<file path="config.mk">
export PLATFORM = sky130hd
export DESIGN_NAME = circular_fifo_queue_top
export DESIGN_NICKNAME = d
export VERILOG_FILES = /design/src/rtl/core/cfq_pkg.sv /design/src/rtl/core/circular_fifo_queue_top.sv
export SDC_FILE = /design/constraint.sdc
export NUM_CORES = 1
export LEC_CHECK = 0
export ABC_AREA = 1
export BUFFER_PORTS_ARGS = -buffer_cell sky130_fd_sc_hd__buf_4
export CORE_UTILIZATION = 46
export CTS_CLUSTER_SIZE = 24
export DETAILED_ROUTE_END_ITERATION = 8
export GPL_TIMING_DRIVEN = 0
export HOLD_SLACK_MARGIN = 0.02
export PLACE_DENSITY = 0.69
export SYNTH_ARGS = -nofsm -noshare
export SYNTH_HDL_FRONTEND = slang
export SYNTH_SLANG_ARGS = --single-unit
</file>
<file path="constraint.sdc">
create_clock -name clk -period 8.27 [get_ports clk]
set_input_delay 1.654 -clock clk [delete_from_list [all_inputs] [get_ports clk]]
set_output_delay 1.654 -clock clk [all_outputs]
set_load 0.1 [all_outputs]
</file>
<file path="src/rtl/core/cfq_pkg.sv">
package cfq_pkg;

  localparam int WORD_W = 32;
  localparam int CAP_W  = 5;

  localparam logic [CAP_W-1:0] CAP_RESET = 5'd16;

  // Request codes.
  localparam logic [1:0] CMD_ENQ  = 2'd0;
  localparam logic [1:0] CMD_DEQ  = 2'd1;
  localparam logic [1:0] CMD_DISP = 2'd2;

  // Result status codes.
  localparam logic [1:0] ST_OK    = 2'd0;
  localparam logic [1:0] ST_FULL  = 2'd1;
  localparam logic [1:0] ST_EMPTY = 2'd2;

endpackage

</file>
<file path="src/rtl/core/circular_fifo_queue_top.sv">
// Channel   | Handshake                 | Payload
// ----------+---------------------------+------------------------------------
// request   | start, accepted when !busy| cmd, push_value
// result    | result_strobe, one cycle  | item_value, status, last
// config    | cfg_wr_en, no wait        | cfg_wr_data (capacity)
//
// Enqueue, and any request on an empty queue, answers the cycle after it with
// busy low. Any other dequeue passes through S_DEQ, where the registered read of
// the slot memory is taken, with busy high in that state. Display streams the n
// stored words from S_DISP, one word per cycle from the single memory read port.
// Synchronous reset clears the pointers and sets the empty flag; the slot memory
// itself is not cleared. The receiver cannot stall results.
module circular_fifo_queue_top
  import cfq_pkg::*;
#(
  parameter int DEPTH = 16
) (
  input  logic                     clk,
  input  logic                     rst,
  input  logic                     start,
  output logic                     busy,
  input  logic [1:0]               cmd,
  input  logic signed [WORD_W-1:0] push_value,
  output logic                     result_strobe,
  output logic signed [WORD_W-1:0] item_value,
  output logic [1:0]               status,
  output logic                     last,
  input  logic                     cfg_wr_en,
  input  logic [CAP_W-1:0]         cfg_wr_data
);

  localparam int IW = $clog2(DEPTH);
  localparam int CW = $clog2(DEPTH + 1);

  typedef enum logic [1:0] {S_IDLE, S_DEQ, S_DISP} state_t;

  state_t            state;
  logic [CAP_W-1:0]  capacity;
  logic [IW-1:0]     head_index;
  logic [IW-1:0]     tail_index;
  logic              is_empty;
  logic [IW-1:0]     disp_idx;
  logic [CW-1:0]     disp_n;
  logic              disp_fin;

  logic [WORD_W-1:0] slot_store [DEPTH];
  logic [WORD_W-1:0] rd_data;
  logic [IW-1:0]     mem_raddr;
  logic [IW-1:0]     mem_waddr;
  logic              mem_we;

  logic [CW-1:0]     cap_eff;
  logic [IW-1:0]     head_inc;
  logic [IW-1:0]     tail_inc;
  logic [IW-1:0]     disp_inc;
  logic [CW-1:0]     disp_n_next;
  logic              disp_fin_next;
  logic              accept;
  logic              q_full;

  function automatic logic [IW-1:0] ring_inc(input logic [IW-1:0] idx,
                                             input logic [CW-1:0] cap);
    logic [CW-1:0] wide;
    wide = CW'(idx) + CW'(1);
    return (wide == cap) ? '0 : IW'(wide);
  endfunction

  // Zero capacity acts as one, anything above the built depth as the depth.
  always_comb begin
    if (capacity == '0) begin
      cap_eff = CW'(1);
    end else if (32'(capacity) > 32'(DEPTH)) begin
      cap_eff = CW'(DEPTH);
    end else begin
      cap_eff = CW'(capacity);
    end
  end

  assign head_inc      = ring_inc(head_index, cap_eff);
  assign tail_inc      = ring_inc(tail_index, cap_eff);
  assign disp_inc      = ring_inc(disp_idx, cap_eff);
  assign disp_n_next   = disp_n + CW'(1);
  assign disp_fin_next = (disp_inc == tail_index) || (disp_n_next + CW'(1) == cap_eff);
  assign q_full        = (tail_inc == head_index);

  assign busy   = (state != S_IDLE);
  assign accept = start && (state == S_IDLE);

  assign mem_we    = accept && (cmd == CMD_ENQ) && (is_empty || !q_full);
  assign mem_waddr = is_empty ? '0 : tail_inc;
  // While idle the head is read for a dequeue or the first displayed word.
  assign mem_raddr = (state == S_DISP) ? disp_inc : head_index;

  always_ff @(posedge clk) begin
    if (mem_we) begin
      slot_store[mem_waddr] <= push_value;
    end
    rd_data <= slot_store[mem_raddr];
  end

  always_ff @(posedge clk) begin
    if (rst) begin
      state         <= S_IDLE;
      capacity      <= CAP_RESET;
      head_index    <= '0;
      tail_index    <= '0;
      is_empty      <= 1'b1;
      result_strobe <= 1'b0;
    end else begin
      result_strobe <= 1'b0;
      if (cfg_wr_en) begin
        capacity   <= cfg_wr_data;
        head_index <= '0;
        tail_index <= '0;
        is_empty   <= 1'b1;
      end
      unique case (state)
        S_IDLE: begin
          if (accept) begin
            unique case (cmd)
              CMD_ENQ: begin
                result_strobe <= 1'b1;
                item_value    <= '0;
                last          <= 1'b1;
                if (is_empty) begin
                  head_index <= '0;
                  tail_index <= '0;
                  is_empty   <= 1'b0;
                  status     <= ST_OK;
                end else if (q_full) begin
                  status <= ST_FULL;
                end else begin
                  tail_index <= tail_inc;
                  status     <= ST_OK;
                end
              end
              CMD_DEQ: begin
                if (is_empty) begin
                  result_strobe <= 1'b1;
                  item_value    <= '0;
                  status        <= ST_EMPTY;
                  last          <= 1'b1;
                end else begin
                  // Removing the only word returns the queue to empty.
                  if (head_index == tail_index) begin
                    head_index <= '0;
                    tail_index <= '0;
                    is_empty   <= 1'b1;
                  end else begin
                    head_index <= head_inc;
                  end
                  state <= S_DEQ;
                end
              end
              CMD_DISP: begin
                if (is_empty) begin
                  result_strobe <= 1'b1;
                  item_value    <= '0;
                  status        <= ST_EMPTY;
                  last          <= 1'b1;
                end else begin
                  disp_idx <= head_index;
                  disp_n   <= '0;
                  disp_fin <= (head_index == tail_index) || (cap_eff == CW'(1));
                  state    <= S_DISP;
                end
              end
              default: begin
              end
            endcase
          end
        end
        S_DEQ: begin
          result_strobe <= 1'b1;
          item_value    <= rd_data;
          status        <= ST_OK;
          last          <= 1'b1;
          state         <= S_IDLE;
        end
        S_DISP: begin
          result_strobe <= 1'b1;
          item_value    <= rd_data;
          status        <= ST_OK;
          last          <= disp_fin;
          if (disp_fin) begin
            state <= S_IDLE;
          end else begin
            disp_idx <= disp_inc;
            disp_n   <= disp_n_next;
            disp_fin <= disp_fin_next;
          end
        end
        default: begin
          state <= S_IDLE;
        end
      endcase
    end
  end

endmodule

</file>
==> results.cfg, run 1 <==
[cts]
cts.sinks = 606
clockRootBuffer = clkbuf_16
htreeDepth = 2
cts.clk_slew.worst_paths_ns = 0.07
insertion_delay_ns = 0.66
postCtsSetupRepairBufs = 0
cts_tree = built
cts_buffer_depth = 3
post_cts_resized = 0
cts_inserted_buffers = 60
cts_hold_buf = 0

[sta]
finClkSkew_ns = 0.0224
layout_min_cycle_time_ns = 3.96
setup_viol = 0
worst_pin_slew_ns = 1.39
setup_tns_ns = 0
whs_ns = 0.484
hold_viol_final = 0
final.period_utilization = 0.479
fmax_mhz = 253
rsz0062_at_grt = no
drv_slew = 0
max_slew_margin = 0.0704

[worst_setup_path]
path_class = flip-flop to flip-flop
required_ns = 8.62
ff2ff_path_depth = 15
cpPeakStageDelay_ns = 0.85
rrSetupSlack_ns = 4.31
start_kind = flip-flop
timing.critical_path.mode_cell = nand2_1
critical_path.slowest_cell = nor3_2
cp.arrival_ns = 4.31
rr_endpoint = slot_store[8][14]$_DFFE_PP_
r2r_start = tail_index[1]$_SDFF_PP0_
critPathMaxFanout = 10
cp_cell_sequence = ha_1, inv_1, nand3_1, nand2_1, nor2_2, nand3_1, o21bai_1, nand2_1, nand2_1, nor2_4, nand3_2, nand3_2, nor3_2, buf_6, buf_6
end_kind = flip-flop

[final_layout]
drive_above_1_share = 0.131
multi_input_area_sq_um = 7150
diodes = 0
syn2layout_area_growth_pct = 16.1
nNetsFinal = 2622
final_cell_mix = nand2_1, edfxtp_1, nand3_1
final_common_cell = nand2_1
utilization = 0.542
seqCellArea_sq_um = 17700
num-fill-cells = 4707

[hold_path]
hold_depth = 2
hold_end = item_value[26]$_SDFFCE_PN0P_
min-delay-start = rd_data[26]$_DFF_P_
min_path_type = flip-flop to flip-flop

[place]
place.gp.congestion = 0.904
io_buffers = 79
hpwlAfterDp_mm = 51.1

[grt]
grt_pass1_wl_mm = 115
antenna_found_initial = 0
grt_max_degree = 24
grt_use_total = 0.272
grt.overflow.total = 0
first_global_vias = 18638

[power_and_ir_drop]
total_power_mw = 6.72
power_density_nw_per_um2 = 224
leakage_nw = 11.8
vdd_drop_max_v = 0.000160

[die]
dieArea_sq_um = 57000
dieHeight_um = 239
io_pins = 80
rows = 86
die_x_um = 239
start_util = 0.467
core_sq_um = 55300

[route]
wl_mm = 77.6
drtPass1Iterations = 6
drc = 0
antenna_left = 0
avgViaCountPerCell = 5.72
drt-initial-drc-count = 2442
vias = 19242
routedWlPerCell_um = 23.1

[synthesis]
ys_ff_latch = 606
syn_area_sq_um = 25800
syn_avg_cell_area_sq_um = 10.8
syn-num-nets = 2455
synth-main-ff-cell = edfxtp_1
seq_area_frac_synth = 0.686
synthCells = 2399
synth-edff-count = 557
yosysWarnings = 0
synth.distinct_cells = 41
synthArstFlopShare = 0

[outcome]
status = finished, final reports clean

[run]
drv_cap = 0
==> sequential cells by signal, summed over array words and instances (netlist names), 2 cells and up <==
signal / flops
capacity: 5
disp_idx: 4
disp_n: 5
head_index: 4
item_value: 32
rd_data: 32
slot_store: 512
state: 2
status: 2
tail_index: 4
==> final cells by class <==
class,count,area share
sequential,606,0.591
multi-input combinational,1570,0.239
clock buffer,67,0.0517
timing repair buffer,105,0.0351
tap,748,0.0312
buffer,145,0.0258
clock inverter,45,0.0165
inverter,78,0.00986
==> worst max-delay path by stage <==
stage / startpoint / endpoint / slack (ns)
after global placement: cmd[0] / slot_store[11][10]$_DFFE_PP_ / 0.65
after floorplan: cmd[0] / slot_store[11][0]$_DFFE_PP_ / 3.54
final: tail_index[1]$_SDFF_PP0_ / slot_store[8][14]$_DFFE_PP_ / 4.31
after global routing: tail_index[1]$_SDFF_PP0_ / slot_store[9][28]$_DFFE_PP_ / 4.20
after detailed placement: cmd[0] / slot_store[9][5]$_DFFE_PP_ / 4.36
after CTS: tail_index[1]$_SDFF_PP0_ / slot_store[9][1]$_DFFE_PP_ / 4.40
==> cell usage after synthesis (2+ instances only) <==
cell type	n	area, sq um
nor2_2	2	12.5
clkbuf_1	49	184
o21ai_0	13	65.1
nand3_4	2	35.0
buf_2	60	300
inv_1	73	274
nand3_1	477	2390
dfxtp_1	49	981
nand3b_4	2	40.0
nand2_4	3	33.8
a21oi_1	22	110
xnor2_1	6	52.6
xor2_1	21	184
nand2_1	912	3420
buf_6	6	67.6
inv_2	3	11.3
nand4_1	5	31.3
nor2_4	3	33.8
edfxtp_1	557	16700
o21ai_2	3	26.3
nand3_2	3	30.0
nor3_1	9	45.0
nand2_2	7	43.8
ha_1	13	163
nor2_1	54	203
nand3b_1	2	15.0
buf_4	29	218
==> through the flow <==
stage,std cells,instance area (sq um),setup slack (ns)
2_1_floorplan,2399,25800,3.54
3_3_place_gp,3226,27300,0.655
3_5_place_dp,3252,27900,4.36
4_1_cts,3364,30000,4.40
5_1_grt,3364,30000,4.20
6_report,3364,30000,4.31
==> layer usage <==
metal  vias up  global-route usage  wire, um
met2      1252               0.433     35900
met3       227              0.0589      8790
met4         0               0.118      3280
met1      9230               0.360     29700
met5         -                   0         0
li1       8533                   -         -
==> critical path: cells and delay by family, from the launching register on <==
kind,cells,cell delay [ns]
buffers and inverters,3,0.62
DFF,1,0.39
adders and majority gates,1,0.46
AOI/OAI and AO/OA,1,0.39
and+or+nand+nor,10,1.80
==> where the power goes <==
group          internal [mW]  leakage [nW]  switching (mW)
Clock                   1.63         0.991            1.21
Combinational          0.109          5.40           0.364
Sequential              3.39          5.44          0.0145
Total                   5.13          11.8            1.59
==> logic make-up (layout without fill, tap and decap cells) <==
logic type / after synthesis / in the layout / synth area share
adder cells (fa/ha/maj): 13 / 13 / 0.00630
flip-flops: 606 / 606 / 0.686
XOR/XNOR: 27 / 27 / 0.00916
buffers and inverters: 223 / 440 / 0.0414
AO/OA/AOI/OAI: 45 / 45 / 0.00989
AND/OR/NAND/NOR: 1485 / 1485 / 0.247
No activity file was read; power rests on OpenSTA's default activity.
==> run 2: changes to the inputs <==
Settings changed: PLACE_DENSITY 0.69 to 0.71.
Clock period 8.27 ns to 3.25 ns, I/O delays scaled along.
==> run 2 against run 1 <==
The flow now finishes with violations (setup timing). Non-clock buffer count grew 39. Combinational power grew to 2.6 times the previous value. Global-route usage grew 0.93 points. Die area is the same. Critical path depth shrank 3. First-iteration DRC count grew 12%. Critical endpoint is now rd_data[1]$_DFF_P_.
==> results.cfg, run 2 (synthesis results as in run 1) <==
[outcome]
status = complete, but fails checks
violations = setup timing

[sta]
final.period_utilization = 1.01
rsz0062_at_grt = yes
finClkSkew_ns = 0.0397
layout_min_cycle_time_ns = 3.28
fmax_mhz = 305
drv_slew = 0
max_slew_margin = 0.270
fin_ws_ns = -0.0338
setup_viol = 5
hold_viol_final = 0
worst_pin_slew_ns = 1.10

[cts]
cts_hold_buf = 0
cts.sinks = 606
cts_buffer_depth = 3
insertion_delay_ns = 0.67
cts.clk_slew.worst_paths_ns = 0.06
clockRootBuffer = clkbuf_16
cts_inserted_buffers = 60
cts_tree = built
htreeDepth = 2

[power_and_ir_drop]
leakage_nw = 12.1
total_power_mw = 16.5
power_frac_clock = 0.402
power_density_nw_per_um2 = 542
power_switching_mw = 3.95
sw_frac_of_total = 0.239
power.share.combinational = 0.074
vdd_drop_max_v = 0.000422
internal_power_mw = 12.6
pwr-share-seq = 0.524

[place]
io_buffers = 79
hpwlAfterDp_mm = 48.4
dp.cells = 3239
place.gp.congestion = 0.887

[route]
routedWlPerCell_um = 23.8
drt-initial-drc-count = 2747
wl_mm = 81.0
drtPass1Iterations = 7
avgViaCountPerCell = 5.76
vias = 19625
drc = 0
antenna_left = 0

[run]
drv_cap = 0

[final_layout]
drive_above_1_share = 0.147
regMostFlops = slot_store
multi_input_area_sq_um = 7290
top_regs = slot_store (512), item_value (32), rd_data (32)
seqCellArea_sq_um = 17700
syn2layout_area_growth_pct = 18.2
final_cells = 3410
final_common_cell = nand2_1
num-fill-cells = 4591
final_cell_mix = nand2_1, edfxtp_1, nand3_1
largest_register_ffs = 512
nNetsFinal = 2669

[hold_path]
min_path_type = primary input to flip-flop

[grt]
grt.overflow.total = 0
grt_max_degree = 26
grt_use_total = 0.282
grt_pass1_wl_mm = 117
antenna_found_initial = 2
first_global_vias = 18968

[worst_setup_path]
end_kind = flip-flop
start_kind = flip-flop
required_ns = 3.84
cp.arrival_ns = 3.87
critPathMaxFanout = 10
path_class = flip-flop to flip-flop

[die]
dieArea_sq_um = 57000
core_sq_um = 55300
dieHeight_um = 239
io_pins = 80
die_x_um = 239
rows = 86
start_util = 0.467
==> run 2: changes by cell type in the layout (fill, tap and decap cells not counted), sizes merged <==
| cell | delta |
|---|---|
| nor2 | +8 |
| bufinv | -8 |
| buf | +42 |
| clkinv | -12 |
| clkbuf | +20 |
| diode | +1 |
| clkinvlp | -5 |
==> run 2: cell type report <==
type                       count  share of cell area
sequential                   606               0.580
clock buffer                  90              0.0555
tap                          748              0.0307
buffer                       145              0.0256
antenna                        1           0.0000820
inverter                      78             0.00968
multi-input combinational   1578               0.239
clock inverter                20             0.00533
timing repair buffer         144              0.0537
==> run 2: worst paths after layout <==
path                                       startpoint                           end  slack (ns)  depth (start not counted)
worst max-delay path            state[0]$_SDFFE_PP0P_            rd_data[1]$_DFF_P_       -0.03                         12
worst min-delay path                   cfg_wr_data[4]      capacity[4]$_SDFFE_PP1P_        0.24                          3
worst max register to register  state[0]$_SDFFE_PP0P_            rd_data[1]$_DFF_P_       -0.03                         12
worst min register to register    rd_data[18]$_DFF_P_  item_value[18]$_SDFFCE_PN0P_        0.49                          2
==> run 2: power groups by stage <==
stage / registers, mW / clock network (mW) / logic (mW)
2_1_floorplan: 9.11 / 0 / 0.462
3_3_place_gp: 8.84 / 0 / 1.14
3_5_place_dp: 8.84 / 0 / 1.19
4_1_cts: 8.67 / 6.68 / 1.20
5_1_grt: 8.68 / 6.97 / 1.30
6_report: 8.67 / 6.66 / 1.22
==> run 2: per-stage QoR <==
step | worst slack, ns | hold slack, ns | area (sq um) | TNS (ns) | utilization
4_1_cts | 0.0106 | 0.232 | 30400 | 0 | 0.549
2_1_floorplan | -0.364 | 0.465 | 25900 | -46.60 | -
3_5_place_dp | -0.899 | 0.476 | 27800 | -278.63 | 0.502
6_report | -0.0338 | 0.240 | 30500 | -0.0960 | 0.552
3_3_place_gp | -2.22 | 0.471 | 27400 | -656.97 | 0.496
5_1_grt | -0.0554 | 0.269 | 30500 | -0.644 | 0.552
==> run 2: per-layer routing <==
metal,vias to the layer above,track usage,share of wire
li1,8641,-,-
met1,9269,0.361,0.37
met2,1422,0.451,0.46
met3,287,0.0592,0.12
met4,6,0.145,0.057
met5,-,0.0156,0.0018
==> run 2: timing repair <==
item / in CTS / in global routing
setup endpoints to repair: 496 / 477
cloned: 8 / 1
resized for setup: 12 / 21
pin swaps: 21 / 4
buffers inserted: 40 / 11
==> run 2: critical path, cell delays in order, from the launching register on <==
cell	delay [ns]
dfxtp_1	0.33
inv_1	0.11
ha_1	0.33
inv_1	0.18
nand2_1	0.40
clkbuf_1	0.54
clkbuf_1	0.67
nand3_1	0.15
nand2_1	0.10
nand2_1	0.05
nand3_1	0.10
nand3_1	0.13
nand2_1	0.14
